### config.mk
export PLATFORM = sky130hd
export DESIGN_NAME = c3lb_fifo
export DESIGN_NICKNAME = d
export VERILOG_FILES = /design/src/rtl/core/conv3x3_line_buffer_filter_defines.svh /design/src/rtl/core/c3lb_pkg.sv /design/src/rtl/core/c3lb_fifo.sv
export SDC_FILE = /design/constraint.sdc
export NUM_CORES = 1
export LEC_CHECK = 0
export BUFFER_PORTS_ARGS = -buffer_cell sky130_fd_sc_hd__buf_2
export CAP_MARGIN = 5
export CORE_ASPECT_RATIO = 0.9
export CORE_MARGIN = 2
export CORE_UTILIZATION = 60
export CTS_CLUSTER_SIZE = 24
export DETAILED_ROUTE_END_ITERATION = 8
export HOLD_SLACK_MARGIN = 0.02
export PLACE_DENSITY = 0.79
export SYNTH_ARGS = -nofsm -noshare
export SYNTH_HDL_FRONTEND = slang
export SYNTH_SLANG_ARGS = --single-unit
### constraint.sdc
create_clock -name clk -period 4.1 [get_ports clk]
set_input_delay 0.615 -clock clk [delete_from_list [all_inputs] [get_ports clk]]
set_output_delay 0.615 -clock clk [all_outputs]
set_load 0.1 [all_outputs]
### src/rtl/core/conv3x3_line_buffer_filter_defines.svh
// Assertion macros shared by the 3x3 line buffer filter RTL.
`ifndef CONV3X3_LINE_BUFFER_FILTER_DEFINES_SVH
`define CONV3X3_LINE_BUFFER_FILTER_DEFINES_SVH

`ifndef NO_ASSERTIONS

// Checks that an expression holds at every clock edge out of reset.
`define C3LB_CHECK(label, expr, msg) \
  label: assert property (@(posedge clk) disable iff (rst) (expr)) else $error(msg);

// Checks that a condition is followed in the next cycle by a consequence.
`define C3LB_CHECK_NEXT(label, ante, cons, msg) \
  label: assert property (@(posedge clk) disable iff (rst) (ante) |=> (cons)) else $error(msg);

`else

`define C3LB_CHECK(label, expr, msg)
`define C3LB_CHECK_NEXT(label, ante, cons, msg)

`endif

`endif

### src/rtl/core/c3lb_pkg.sv
// Shared constants, types and widths of the 3x3 line buffer filter.
package c3lb_pkg;

  localparam int MAX_WIDTH      = 1024;
  localparam int MAX_HEIGHT     = 1024;
  localparam int KERNEL_SIZE    = 3;
  localparam int COEF_FRAC_BITS = 12;

  localparam int PIX_W      = 8;
  localparam int COEF_W     = 16;
  localparam int DIM_W      = 11;
  localparam int POS_W      = 10;
  localparam int COL_W      = $clog2(MAX_WIDTH);
  localparam int EW_W       = COL_W + 1;
  localparam int QR_W       = $clog2(MAX_HEIGHT);
  localparam int EH_W       = QR_W + 1;
  localparam int ROW_CNT_W  = QR_W + 1;

  localparam int PROD_W     = PIX_W + 1 + COEF_W;
  localparam int ROW_W      = PROD_W + 2;
  localparam int SUM_W      = ROW_W + 2;

  localparam int FIFO_DEPTH = 8;
  localparam int FIFO_PTR_W = $clog2(FIFO_DEPTH);
  localparam int FIFO_CNT_W = $clog2(FIFO_DEPTH + 1);

  localparam int IN_TDATA_W  = 8;
  localparam int OUT_TDATA_W = 32;
  localparam int OUT_PAD_W   = OUT_TDATA_W - PIX_W - 2 * POS_W;
  localparam int CFG_IDX_W   = 3;
  localparam int CFG_DATA_W  = KERNEL_SIZE * COEF_W;

  localparam logic [PIX_W-1:0] PIX_MAX = '1;

  typedef logic [PIX_W-1:0] pix_t;
  typedef pix_t [KERNEL_SIZE-1:0][KERNEL_SIZE-1:0] win_t;
  typedef logic [CFG_DATA_W-1:0] coef_row_t;

  // Control that travels with each step of the window pipeline.
  typedef struct packed {
    logic             emit;
    logic             last;
    logic             top_ok;
    logic             bot_ok;
    logic             left_ok;
    logic             right_ok;
    logic [POS_W-1:0] row;
    logic [POS_W-1:0] col;
  } res_meta_t;

  typedef struct packed {
    logic             last;
    logic [POS_W-1:0] col;
    logic [POS_W-1:0] row;
    pix_t             pixel;
  } out_item_t;

endpackage

### src/rtl/core/c3lb_fifo.sv
// Small result queue in flip-flops between the arithmetic and the output.
module c3lb_fifo import c3lb_pkg::*; (
  input  logic      clk,
  input  logic      rst,
  input  logic      push,
  input  out_item_t push_item,
  output logic      pop_valid,
  input  logic      pop_ready,
  output out_item_t pop_item
);

  out_item_t             mem [FIFO_DEPTH];
  logic [FIFO_PTR_W-1:0] wr_ptr;
  logic [FIFO_PTR_W-1:0] rd_ptr;
  logic [FIFO_CNT_W-1:0] count;
  logic                  pop;

  assign pop_valid = (count != '0);
  assign pop_item  = mem[rd_ptr];
  assign pop       = pop_valid && pop_ready;

  always_ff @(posedge clk) begin
    if (rst) begin
      wr_ptr <= '0;
      rd_ptr <= '0;
      count  <= '0;
    end else begin
      if (push) begin
        wr_ptr <= wr_ptr + FIFO_PTR_W'(1);
      end
      if (pop) begin
        rd_ptr <= rd_ptr + FIFO_PTR_W'(1);
      end
      count <= count + FIFO_CNT_W'(push) - FIFO_CNT_W'(pop);
    end
  end

  always_ff @(posedge clk) begin
    if (push) begin
      mem[wr_ptr] <= push_item;
    end
  end

endmodule

==> impl_results.md <==
* Fin Setup TNS at 0 ns
* CTS resizes at 0
* Final worst-path cycle share at 0.803
* Critical Path End Type: output port
* Synth Area in Compound Gates at 0.00569
* WS Path Type: reg2out
* Worst slew margin at 0.270
* Peak supply drop at about 0.38 mV
* Die Area at roughly 17000 um^2
* Die Height at about 120 um
* Die width at around 140 um
* Yosys warnings at 0
* Multi-input gate area at between 2000 and 2500 um^2
* Crit Path Max Fanout at 25
* Post-CTS Setup Inserts at 0
* Net Sw Power at around 2000 uW
* P&R area growth vs syn at 13.3%
* GR Overflow Total at 0
* Post-Synth Simple-Gate Area at 0.0152
* Starting Density at 0.614
* Wire length per cell at between 20 and 25 um
* GRT Overall Usage at 0.201
* Initial antenna violation count at 1
* Status: complete, no violations
* Syn_nets at 451
* CP required at around 3.5 ns
* Share of cells above drive strength 1 at 0.368
* Achievable clock frequency at ~0.3 GHz
* Pwr Density at between 500 and 600 nW/um^2
* Final HPWL DP at around 8600 um
* Tmin final at 3.29 ns
* Clock slew at reported path FFs at 0.06 ns
* Switching Fraction at 0.319
* Synthesized area at 9450 um^2
* RePlAce Congestion at ~0.72
* Crit start category: flop
* Drc violations at 0
* Clk_skew at just under 0.008 ns
* TritonCTS clock tree: yes
* Most frequent cells in the layout: edfxtp_1, buf_2, mux4_2, clkbuf_16, mux2_2
* Total Nets Final at about 530
* DR vias/cell at approximately 5.9
* Via count at about 4200
* Register Area at about 7200 um^2
* Worst setup margin at ~0.81 ns
* Worst slew pin tran at ~1.1 ns
* Flop and latch count out of synthesis at 245
* Hold Buf Count CTS at 0
* Finish-stage setup viols at 0
* Port Buffer Count at between 60 and 70
* TritonCTS buffer count at 24
* Commonest non-fill, non-tap cell in the layout: edfxtp_1
* Drt first pass iters at 4
* Post-route ant nets at 0
* Leakage at ~0.0035 uW
* Clock power frac at 0.307
* RSZ-0062 raised after global routing: false
* Dpl ws at approximately 1.3 ns
* Comb pwr share at 0.236
* Synth Area in Adders at 0.0101
* Vias in the first global route at 4537
* Final Slew Violations at 0
* Post-synthesis xor/xnor area fraction at 0.00278
* Worst EP arrival at between 2 and 3 ns
* Multiplexer share of the synthesized area at 0.185
* Largest net degree at the start of global routing at just under 50
* Flop pwr share at 0.457
* Largest family of logic cells by synthesized area: multiplexers
* Root Buffer: clkbuf_16
* Fillers at between 900 and 1000
* H-Tree Depth at 1
* CTS max path bufs at 3
* Global-route wire length before repair at 24700 um
* Final hold vios at 0
* Cell-internal power at between 4000 and 5000 uW
* Rows at 43
* Hold Crit Class: in2reg
* Iter 0 DRT Violations at 316
* Max-capacitance violation count at 0
* Clk_lat worst skew at around 0.5 ns
* Sequential element share of the synthesized area at 0.765
* Clock sinks at around 250
* I/O pin count at 63
* Core area at approximately 15000 um^2
* DRT Wirelength at approximately 16000 um
* Mapped Cells at 411
* Library cells used by synthesis at 31
* Post-Syn Area per Cell at approximately 23 um^2
## power groups by stage
| stage | Clock (uW) | Combinational (uW) | Sequential, uW |
|---|---|---|---|
| after CTS | 2000 | 1530 | 2930 |
| final | 1960 | 1510 | 2930 |
| after global routing | 2090 | 1590 | 2940 |
| after global placement | 0 | 1500 | 2970 |
| after floorplan | 0 | 1370 | 2900 |
| after detailed placement | 0 | 1520 | 2980 |
## kinds of logic (layout without fill, tap and decap cells)
family / Yosys count / after routing
DFF: 245 / 245
muxes: 90 / 90
and+or+nand+nor: 31 / 31
buffers and inverters: 25 / 119
AOI/OAI and AO/OA: 10 / 10
adders and majority gates: 7 / 7
xor gates and xnor gates: 3 / 3
other: 0 / 1
## layout make-up
class                      count  share of cell area
clock inverter                16             0.00713
clock buffer                  28              0.0595
timing repair buffer          67              0.0336
antenna                        1            0.000234
multi-input combinational    141               0.198
tap                          202              0.0236
inverter                       8             0.00280
sequential                   245               0.675
## flip-flops by register name (all words and copies together) (netlist names), named ones only
signal / cells
wr_ptr: 3
mem: 232
rd_ptr: 3
count: 4
## per-stage QoR
stage	cell area (um^2)	hold WS, ns	utilization	std cells	total power (uW)
final	10700	0.375	0.696	708	6400
after global routing	10700	0.373	0.696	707	6610
after CTS	10700	0.360	0.696	707	6460
after detailed placement	9990	0.527	0.650	663	4500
after global placement	9990	0.489	0.650	663	4470
after floorplan	9450	0.482	-	411	4270
## cells in the mapped netlist
master    number  area (um^2)
mux4_1        11          289
clkbuf_4       1         7.51
nor3_1         2         10.0
xor2_1         2         17.5
clkbuf_1       6         22.5
o21ai_0        1         5.00
buf_12         3         60.1
buf_6          1         11.3
buf_2          6         30.0
a31o_1         1         8.76
edfxtp_1     232         6970
mux4_2        47         1060
o21ai_1        2         10.0
nor2b_1        2         12.5
inv_2          1         3.75
nand3_1        3         15.0
mux2_1         2         22.5
dfxtp_1       13          260
mux2_2        19          214
inv_1          7         26.3
ha_1           6         75.1
nand2b_1       4         25.0
xnor2_1        1         8.76
mux2i_1        1         10.0
fa_1           1         20.0
a21oi_1        6         30.0
nor3b_1        1         7.51
or3_1          1         6.26
nor2_1        13         48.8
nand2_1        5         18.8
mux2_4        10          150
## metal layers
layer	part of all wire	routed length, um	GRT usage	vias to the layer above
met2	0.52	8290	0.344	111
met4	0.019	301	0.0508	0
met5	0	0	0	-
met3	0.057	910	0.0406	32
met1	0.41	6530	0.272	2189
li1	-	-	-	1864
## worst max-delay path: stages (launching register included)
cell and delay, ns:
dfxtp_2 0.77, buf_4 0.44, mux4_2 0.37, mux2_4 0.29
buf_2 0.29
## path summary, 6_finish.rpt
path                                 end  cells past startpoint                    from  slack (ns)
setup reg to reg     count[1]$_SDFF_PP0_                     10     count[2]$_SDFF_PP0_        1.88
setup / recovery            pop_item[27]                      4                    flop        0.81
hold / removal      mem[0][15]$_DFFE_PP_                      1           push_item[15]        0.37
hold reg to reg   wr_ptr[2]$_SDFFE_PP0P_                      2  wr_ptr[2]$_SDFFE_PP0P_        0.54
Power figures use the tool's default switching activity.
