**src/rtl/core/conv3x3_line_buffer_filter_defines.svh**
```systemverilog
// Assertion macros shared by the 3x3 line buffer filter RTL.
`ifndef CONV3X3_LINE_BUFFER_FILTER_DEFINES_SVH
`define CONV3X3_LINE_BUFFER_FILTER_DEFINES_SVH

`ifndef NO_ASSERTIONS

// Checks that an expression holds at every clock edge out of reset.
`define C3LB_CHECK(label, expr, msg) \
  label: assert property (@(posedge clk) disable iff (rst) (expr)) else $error(msg);

// Checks that a condition is followed in the next cycle by a consequence.
`define C3LB_CHECK_NEXT(label, ante, cons, msg) \
  label: assert property (@(posedge clk) disable iff (rst) (ante) |=> (cons)) else $error(msg);

`else

`define C3LB_CHECK(label, expr, msg)
`define C3LB_CHECK_NEXT(label, ante, cons, msg)

`endif

`endif

```
**src/rtl/core/c3lb_pkg.sv**
```systemverilog
// Shared constants, types and widths of the 3x3 line buffer filter.
package c3lb_pkg;

  localparam int MAX_WIDTH      = 1024;
  localparam int MAX_HEIGHT     = 1024;
  localparam int KERNEL_SIZE    = 3;
  localparam int COEF_FRAC_BITS = 12;

  localparam int PIX_W      = 8;
  localparam int COEF_W     = 16;
  localparam int DIM_W      = 11;
  localparam int POS_W      = 10;
  localparam int COL_W      = $clog2(MAX_WIDTH);
  localparam int EW_W       = COL_W + 1;
  localparam int QR_W       = $clog2(MAX_HEIGHT);
  localparam int EH_W       = QR_W + 1;
  localparam int ROW_CNT_W  = QR_W + 1;

  localparam int PROD_W     = PIX_W + 1 + COEF_W;
  localparam int ROW_W      = PROD_W + 2;
  localparam int SUM_W      = ROW_W + 2;

  localparam int FIFO_DEPTH = 8;
  localparam int FIFO_PTR_W = $clog2(FIFO_DEPTH);
  localparam int FIFO_CNT_W = $clog2(FIFO_DEPTH + 1);

  localparam int IN_TDATA_W  = 8;
  localparam int OUT_TDATA_W = 32;
  localparam int OUT_PAD_W   = OUT_TDATA_W - PIX_W - 2 * POS_W;
  localparam int CFG_IDX_W   = 3;
  localparam int CFG_DATA_W  = KERNEL_SIZE * COEF_W;

  localparam logic [PIX_W-1:0] PIX_MAX = '1;

  typedef logic [PIX_W-1:0] pix_t;
  typedef pix_t [KERNEL_SIZE-1:0][KERNEL_SIZE-1:0] win_t;
  typedef logic [CFG_DATA_W-1:0] coef_row_t;

  // Control that travels with each step of the window pipeline.
  typedef struct packed {
    logic             emit;
    logic             last;
    logic             top_ok;
    logic             bot_ok;
    logic             left_ok;
    logic             right_ok;
    logic [POS_W-1:0] row;
    logic [POS_W-1:0] col;
  } res_meta_t;

  typedef struct packed {
    logic             last;
    logic [POS_W-1:0] col;
    logic [POS_W-1:0] row;
    pix_t             pixel;
  } out_item_t;

endpackage

```
**src/rtl/core/c3lb_mac.sv**
```systemverilog
// Masked multiply, row sums, final sum and saturation of the 3x3 window.
module c3lb_mac import c3lb_pkg::*; (
  input  logic      clk,
  input  logic      rst,
  input  logic      in_valid,
  input  win_t      win,
  input  res_meta_t in_meta,
  input  coef_row_t coef_top,
  input  coef_row_t coef_mid,
  input  coef_row_t coef_bot,
  output logic      res_valid,
  output pix_t      res_pixel,
  output res_meta_t res_meta
);

  coef_row_t                coef_rows [KERNEL_SIZE];
  logic [KERNEL_SIZE-1:0]   row_ok;
  logic [KERNEL_SIZE-1:0]   col_ok;
  logic signed [PROD_W-1:0] prod [KERNEL_SIZE][KERNEL_SIZE];
  logic signed [ROW_W-1:0]  row_sum_next [KERNEL_SIZE];
  logic signed [ROW_W-1:0]  row_sum [KERNEL_SIZE];
  logic signed [SUM_W-1:0]  total;
  logic                     prod_valid;
  logic                     sum_valid;
  res_meta_t                prod_meta;
  res_meta_t                sum_meta;

  function automatic logic signed [PROD_W-1:0] tap_mul(input pix_t px,
                                                       input logic signed [COEF_W-1:0] cf);
    logic signed [PROD_W-1:0] a;
    logic signed [PROD_W-1:0] b;
    a = PROD_W'($signed({1'b0, px}));
    b = PROD_W'(cf);
    return a * b;
  endfunction

  assign coef_rows[0] = coef_top;
  assign coef_rows[1] = coef_mid;
  assign coef_rows[2] = coef_bot;
  assign row_ok = {in_meta.bot_ok, 1'b1, in_meta.top_ok};
  assign col_ok = {in_meta.right_ok, 1'b1, in_meta.left_ok};

  always_comb begin
    for (int r = 0; r < KERNEL_SIZE; r++) begin
      row_sum_next[r] = '0;
      for (int c = 0; c < KERNEL_SIZE; c++) begin
        row_sum_next[r] = row_sum_next[r] + ROW_W'(prod[r][c]);
      end
    end
    total = '0;
    for (int r = 0; r < KERNEL_SIZE; r++) begin
      total = total + SUM_W'(row_sum[r]);
    end
  end

  always_ff @(posedge clk) begin
    if (rst) begin
      prod_valid <= 1'b0;
      sum_valid  <= 1'b0;
      res_valid  <= 1'b0;
    end else begin
      prod_valid <= in_valid && in_meta.emit;
      sum_valid  <= prod_valid;
      res_valid  <= sum_valid;
    end
  end

  always_ff @(posedge clk) begin
    for (int r = 0; r < KERNEL_SIZE; r++) begin
      for (int c = 0; c < KERNEL_SIZE; c++) begin
        if (row_ok[r] && col_ok[c]) begin
          prod[r][c] <= tap_mul(win[r][c], $signed(coef_rows[r][c*COEF_W +: COEF_W]));
        end else begin
          prod[r][c] <= '0;
        end
      end
    end
    prod_meta <= in_meta;
    row_sum   <= row_sum_next;
    sum_meta  <= prod_meta;
    res_meta  <= sum_meta;
    // Non-positive sums give zero; the rest drop the fraction and clip.
    if (total[SUM_W-1] || (total == '0)) begin
      res_pixel <= '0;
    end else if (|total[SUM_W-2:COEF_FRAC_BITS+PIX_W]) begin
      res_pixel <= PIX_MAX;
    end else begin
      res_pixel <= total[COEF_FRAC_BITS +: PIX_W];
    end
  end

endmodule

```
**config.mk**
```make
export PLATFORM = sky130hd
export DESIGN_NAME = c3lb_mac
export DESIGN_NICKNAME = d
export VERILOG_FILES = /design/src/rtl/core/conv3x3_line_buffer_filter_defines.svh /design/src/rtl/core/c3lb_pkg.sv /design/src/rtl/core/c3lb_mac.sv
export SDC_FILE = /design/constraint.sdc
export NUM_CORES = 2
export LEC_CHECK = 0
export ABC_AREA = 1
export BUFFER_PORTS_ARGS = -buffer_cell sky130_fd_sc_hd__buf_4
export CORE_ASPECT_RATIO = 0.9
export CORE_UTILIZATION = 45
export DETAILED_ROUTE_END_ITERATION = 12
export SETUP_SLACK_MARGIN = 0.4
export SYNTH_ARGS = -nofsm -noshare
export SYNTH_HDL_FRONTEND = slang
export SYNTH_SLANG_ARGS = --single-unit
```
**constraint.sdc**
```tcl
create_clock -name clk -period 10.14 [get_ports clk]
set_input_delay 1.014 -clock clk [delete_from_list [all_inputs] [get_ports clk]]
set_output_delay 1.014 -clock clk [all_outputs]
set_load 0.05 [all_outputs]
```
==> results.sh <==
export IMPL_status="finished, final reports clean"
export IMPL_synth_cell_types=49
export IMPL_ys_warnings_count=0
export IMPL_max_slew_margin_pct=61.09
export IMPL_viasPerCell=4.810
export IMPL_peakVddDrop_mv=0.1694
export IMPL_ys_seq_area_share_pct=13.01
export IMPL_initial_core_util_pct=45.47
export IMPL_num_rows=127
export IMPL_dp_slack_ps=4521
export IMPL_routabilityCongestion=0.9060
export IMPL_root_buffer="clkbuf_16"
export IMPL_regToRegEndpoint="res_pixel[0]"
export IMPL_hp_class="flop to flop"
export IMPL_antenna_found_initial=6
export IMPL_grt_pass1_wl_um=250500
export IMPL_critPathKind="input pin to flop"
export IMPL_die_height_um=350.6
export IMPL_critical_path_startpoint_type="input pin"
export IMPL_critPathArrivalTime_ps=5560
export IMPL_slew_violations=0
export IMPL_mostFrequentLayoutCell="inv_1"
export IMPL_dp_hpwl_um=128200
export IMPL_drt_wl_total_um=149500
export IMPL_p_leak_nw=39.36
export IMPL_grt_ovfl_total=0
export IMPL_cp_end_kind="flop"
export IMPL_synth_area_leaders="fa_1 (34%), inv_1 (15%), dfxtp_1 (13%)"
export IMPL_drtIter0Drc=2928
export IMPL_worst_slack_ps=5090
export IMPL_worst_pin_slew_ps=576.4
export IMPL_coreArea_mm2=0.1336
export IMPL_worstReg2RegStart="row_sum[55]"
export IMPL_portBuffers=279
export IMPL_rsz0062_at_grt="false"
export IMPL_synth_net_count=9853
export IMPL_clkSinkCount=395
export IMPL_cp_max_fo=16
export IMPL_power_density_mw_per_mm2=307.5
export IMPL_mostFrequentLayoutCells="inv_1 (2362), nand2_1 (1847), fa_1 (1024)"
export IMPL_holdPathStages=0
export IMPL_wl_per_cell_um=15.09
export IMPL_vias=47640
export IMPL_postSynthAreaPerCell_um2=7.566
export IMPL_tns_ps=0
export IMPL_yosysTopAreaCellShare_pct=33.73
export IMPL_cts_resized=0
export IMPL_setup_viol=0
export IMPL_drcViolationCount=0
export IMPL_hold_viol_final=0
export IMPL_reg2regPathDepth=15
export IMPL_timing_final_crit_share_pct=49.80
export IMPL_postSynth_asyncResetShare_pct=0
export IMPL_clock_path_buffers=3
export IMPL_ctsHoldBuffers=0
export IMPL_cts_made_buffers=47
export IMPL_antenna_left=0
export IMPL_clock_skew_ps=30.76
export IMPL_synth_edf_count=0
export IMPL_holdPathEnd="res_meta[23]"
export IMPL_post_cts_buffers=0
export IMPL_dr_pass1_iters=8
export IMPL_r2r_slack_ps=6880
export IMPL_htreeDepth=2
export IMPL_yosysTopAreaCell="fa_1"
export IMPL_fp_dieArea_mm2=0.1365
export IMPL_cts_tree="built"
export IMPL_drive_above_1_share_pct=4.671
export IMPL_layout_nets=9878
export IMPL_die_w_um=389.4
export IMPL_max_cap_viol_count=0
export IMPL_insertion_delay_ps=610
export IMPL_grt_max_degree=29
export IMPL_grt_usage_pct=22.58
export IMPL_hold_start="sum_meta[23]"
export IMPL_synth_top_flop_cell="dfxtp_1"
export IMPL_syn_area_mm2=0.06077
export IMPL_syn_inst=8032
export IMPL_cts_clk_slew_worst_paths_ps=60
export IMPL_grt_pass1_vias=48700
export IMPL_synth_seq_cells=395
export IMPL_period_minus_slack_ps=5050
export IMPL_area_delta_synth_final_pct=8.040
export IMPL_fmax_mhz=198.0
export IMPL_ios=280
export IMPL_required_ps=10650
## sequential cells by signal, summed over array words and instances (netlist names)
signal,flops
prod,225
prod_valid,1
res_meta,26
res_pixel,8
sum_valid,1
res_valid,1
sum_meta,26
row_sum,81
prod_meta,26
## Yosys cell counts (19+ instances only)
cell	n
nor2_1	293
a21oi_1	403
nand3_1	123
a31oi_1	21
xor2_1	65
nor4_1	20
nand4_1	34
ha_1	552
clkbuf_1	264
nand2_1	1847
xnor2_1	76
inv_1	2362
nor3_1	48
a21o_1	23
o21bai_1	19
fa_1	1024
clkbuf_2	36
o21ai_0	273
dfxtp_1	395
a211oi_1	34
o21a_1	25
## routing by layer
layer	GRT usage, %	vias to the layer above	routed length [um]
li1	-	23410	-
met1	32.16	23080	71250
met2	37.28	1023	68880
met3	2.362	131	6888
met4	4.379	0	2459
met5	0	-	0
## worst max path at each step
stage	cells past startpoint	slack, ps	start	end
floorplan	20	4830	win[32]	prod[1][45]
global placement	17	4510	win[24]	prod[1][73]
detailed placement	17	4520	win[24]	prod[1][73]
CTS	17	5130	win[24]	prod[1][73]
global route	17	4790	win[16]	prod[0][23]
finish	17	5090	win[24]	prod[1][73]
## metrics by stage
stage,cell area [um^2],util (%),total power [mW],hold WS (ps),instances
6_report,65650,49.13,20.19,316.6,9903
5_1_grt,65650,49.13,22.81,326.6,9903
4_1_cts,65640,49.12,20.34,322.7,9899
3_5_place_dp,63940,47.84,18.29,312.1,9814
3_3_place_gp,63940,47.84,18.26,309.8,9814
2_1_floorplan,60770,-,14.05,309.6,8032
## kinds of logic (layout without fill, tap and decap cells)
group | count (synthesis) | after routing | share of synthesized area, %
AOI/OAI and AO/OA | 847 | 847 | 7.637
xor gates and xnor gates | 141 | 141 | 2.032
adders and majority gates | 1576 | 1576 | 45.10
buffers and inverters | 2665 | 2726 | 16.54
DFF | 395 | 395 | 13.01
other | 0 | 4 | 0
and+or+nand+nor | 2408 | 2408 | 15.68
## where the power goes
group	internal, mW	switching [mW]	total (mW)
clock network	1.13	0.733	1.86
logic	5.57	10.2	15.7
registers	2.15	0.431	2.58
## final cells by class
cell class / count / area (um^2)
fill: 13300 / 67980
multi-input combinational: 4972 / 42810
inverter: 2362 / 8866
sequential: 395 / 7908
tap: 1806 / 2260
timing repair buffer: 279 / 2095
clock buffer: 57 / 1296
clock inverter: 28 / 411.6
antenna: 4 / 10.01
## worst max-delay path: stages
cell	delay, ps
buf_4	210
nand2_1	170
fa_1	730
inv_1	90
fa_1	470
fa_1	540
inv_1	50
fa_1	470
inv_1	40
ha_1	360
nand2_1	140
nor3_1	250
nor3b_1	300
nand3_1	110
o211ai_1	270
o21ai_0	120
a21oi_1	220
Power figures use the tool's default switching activity.
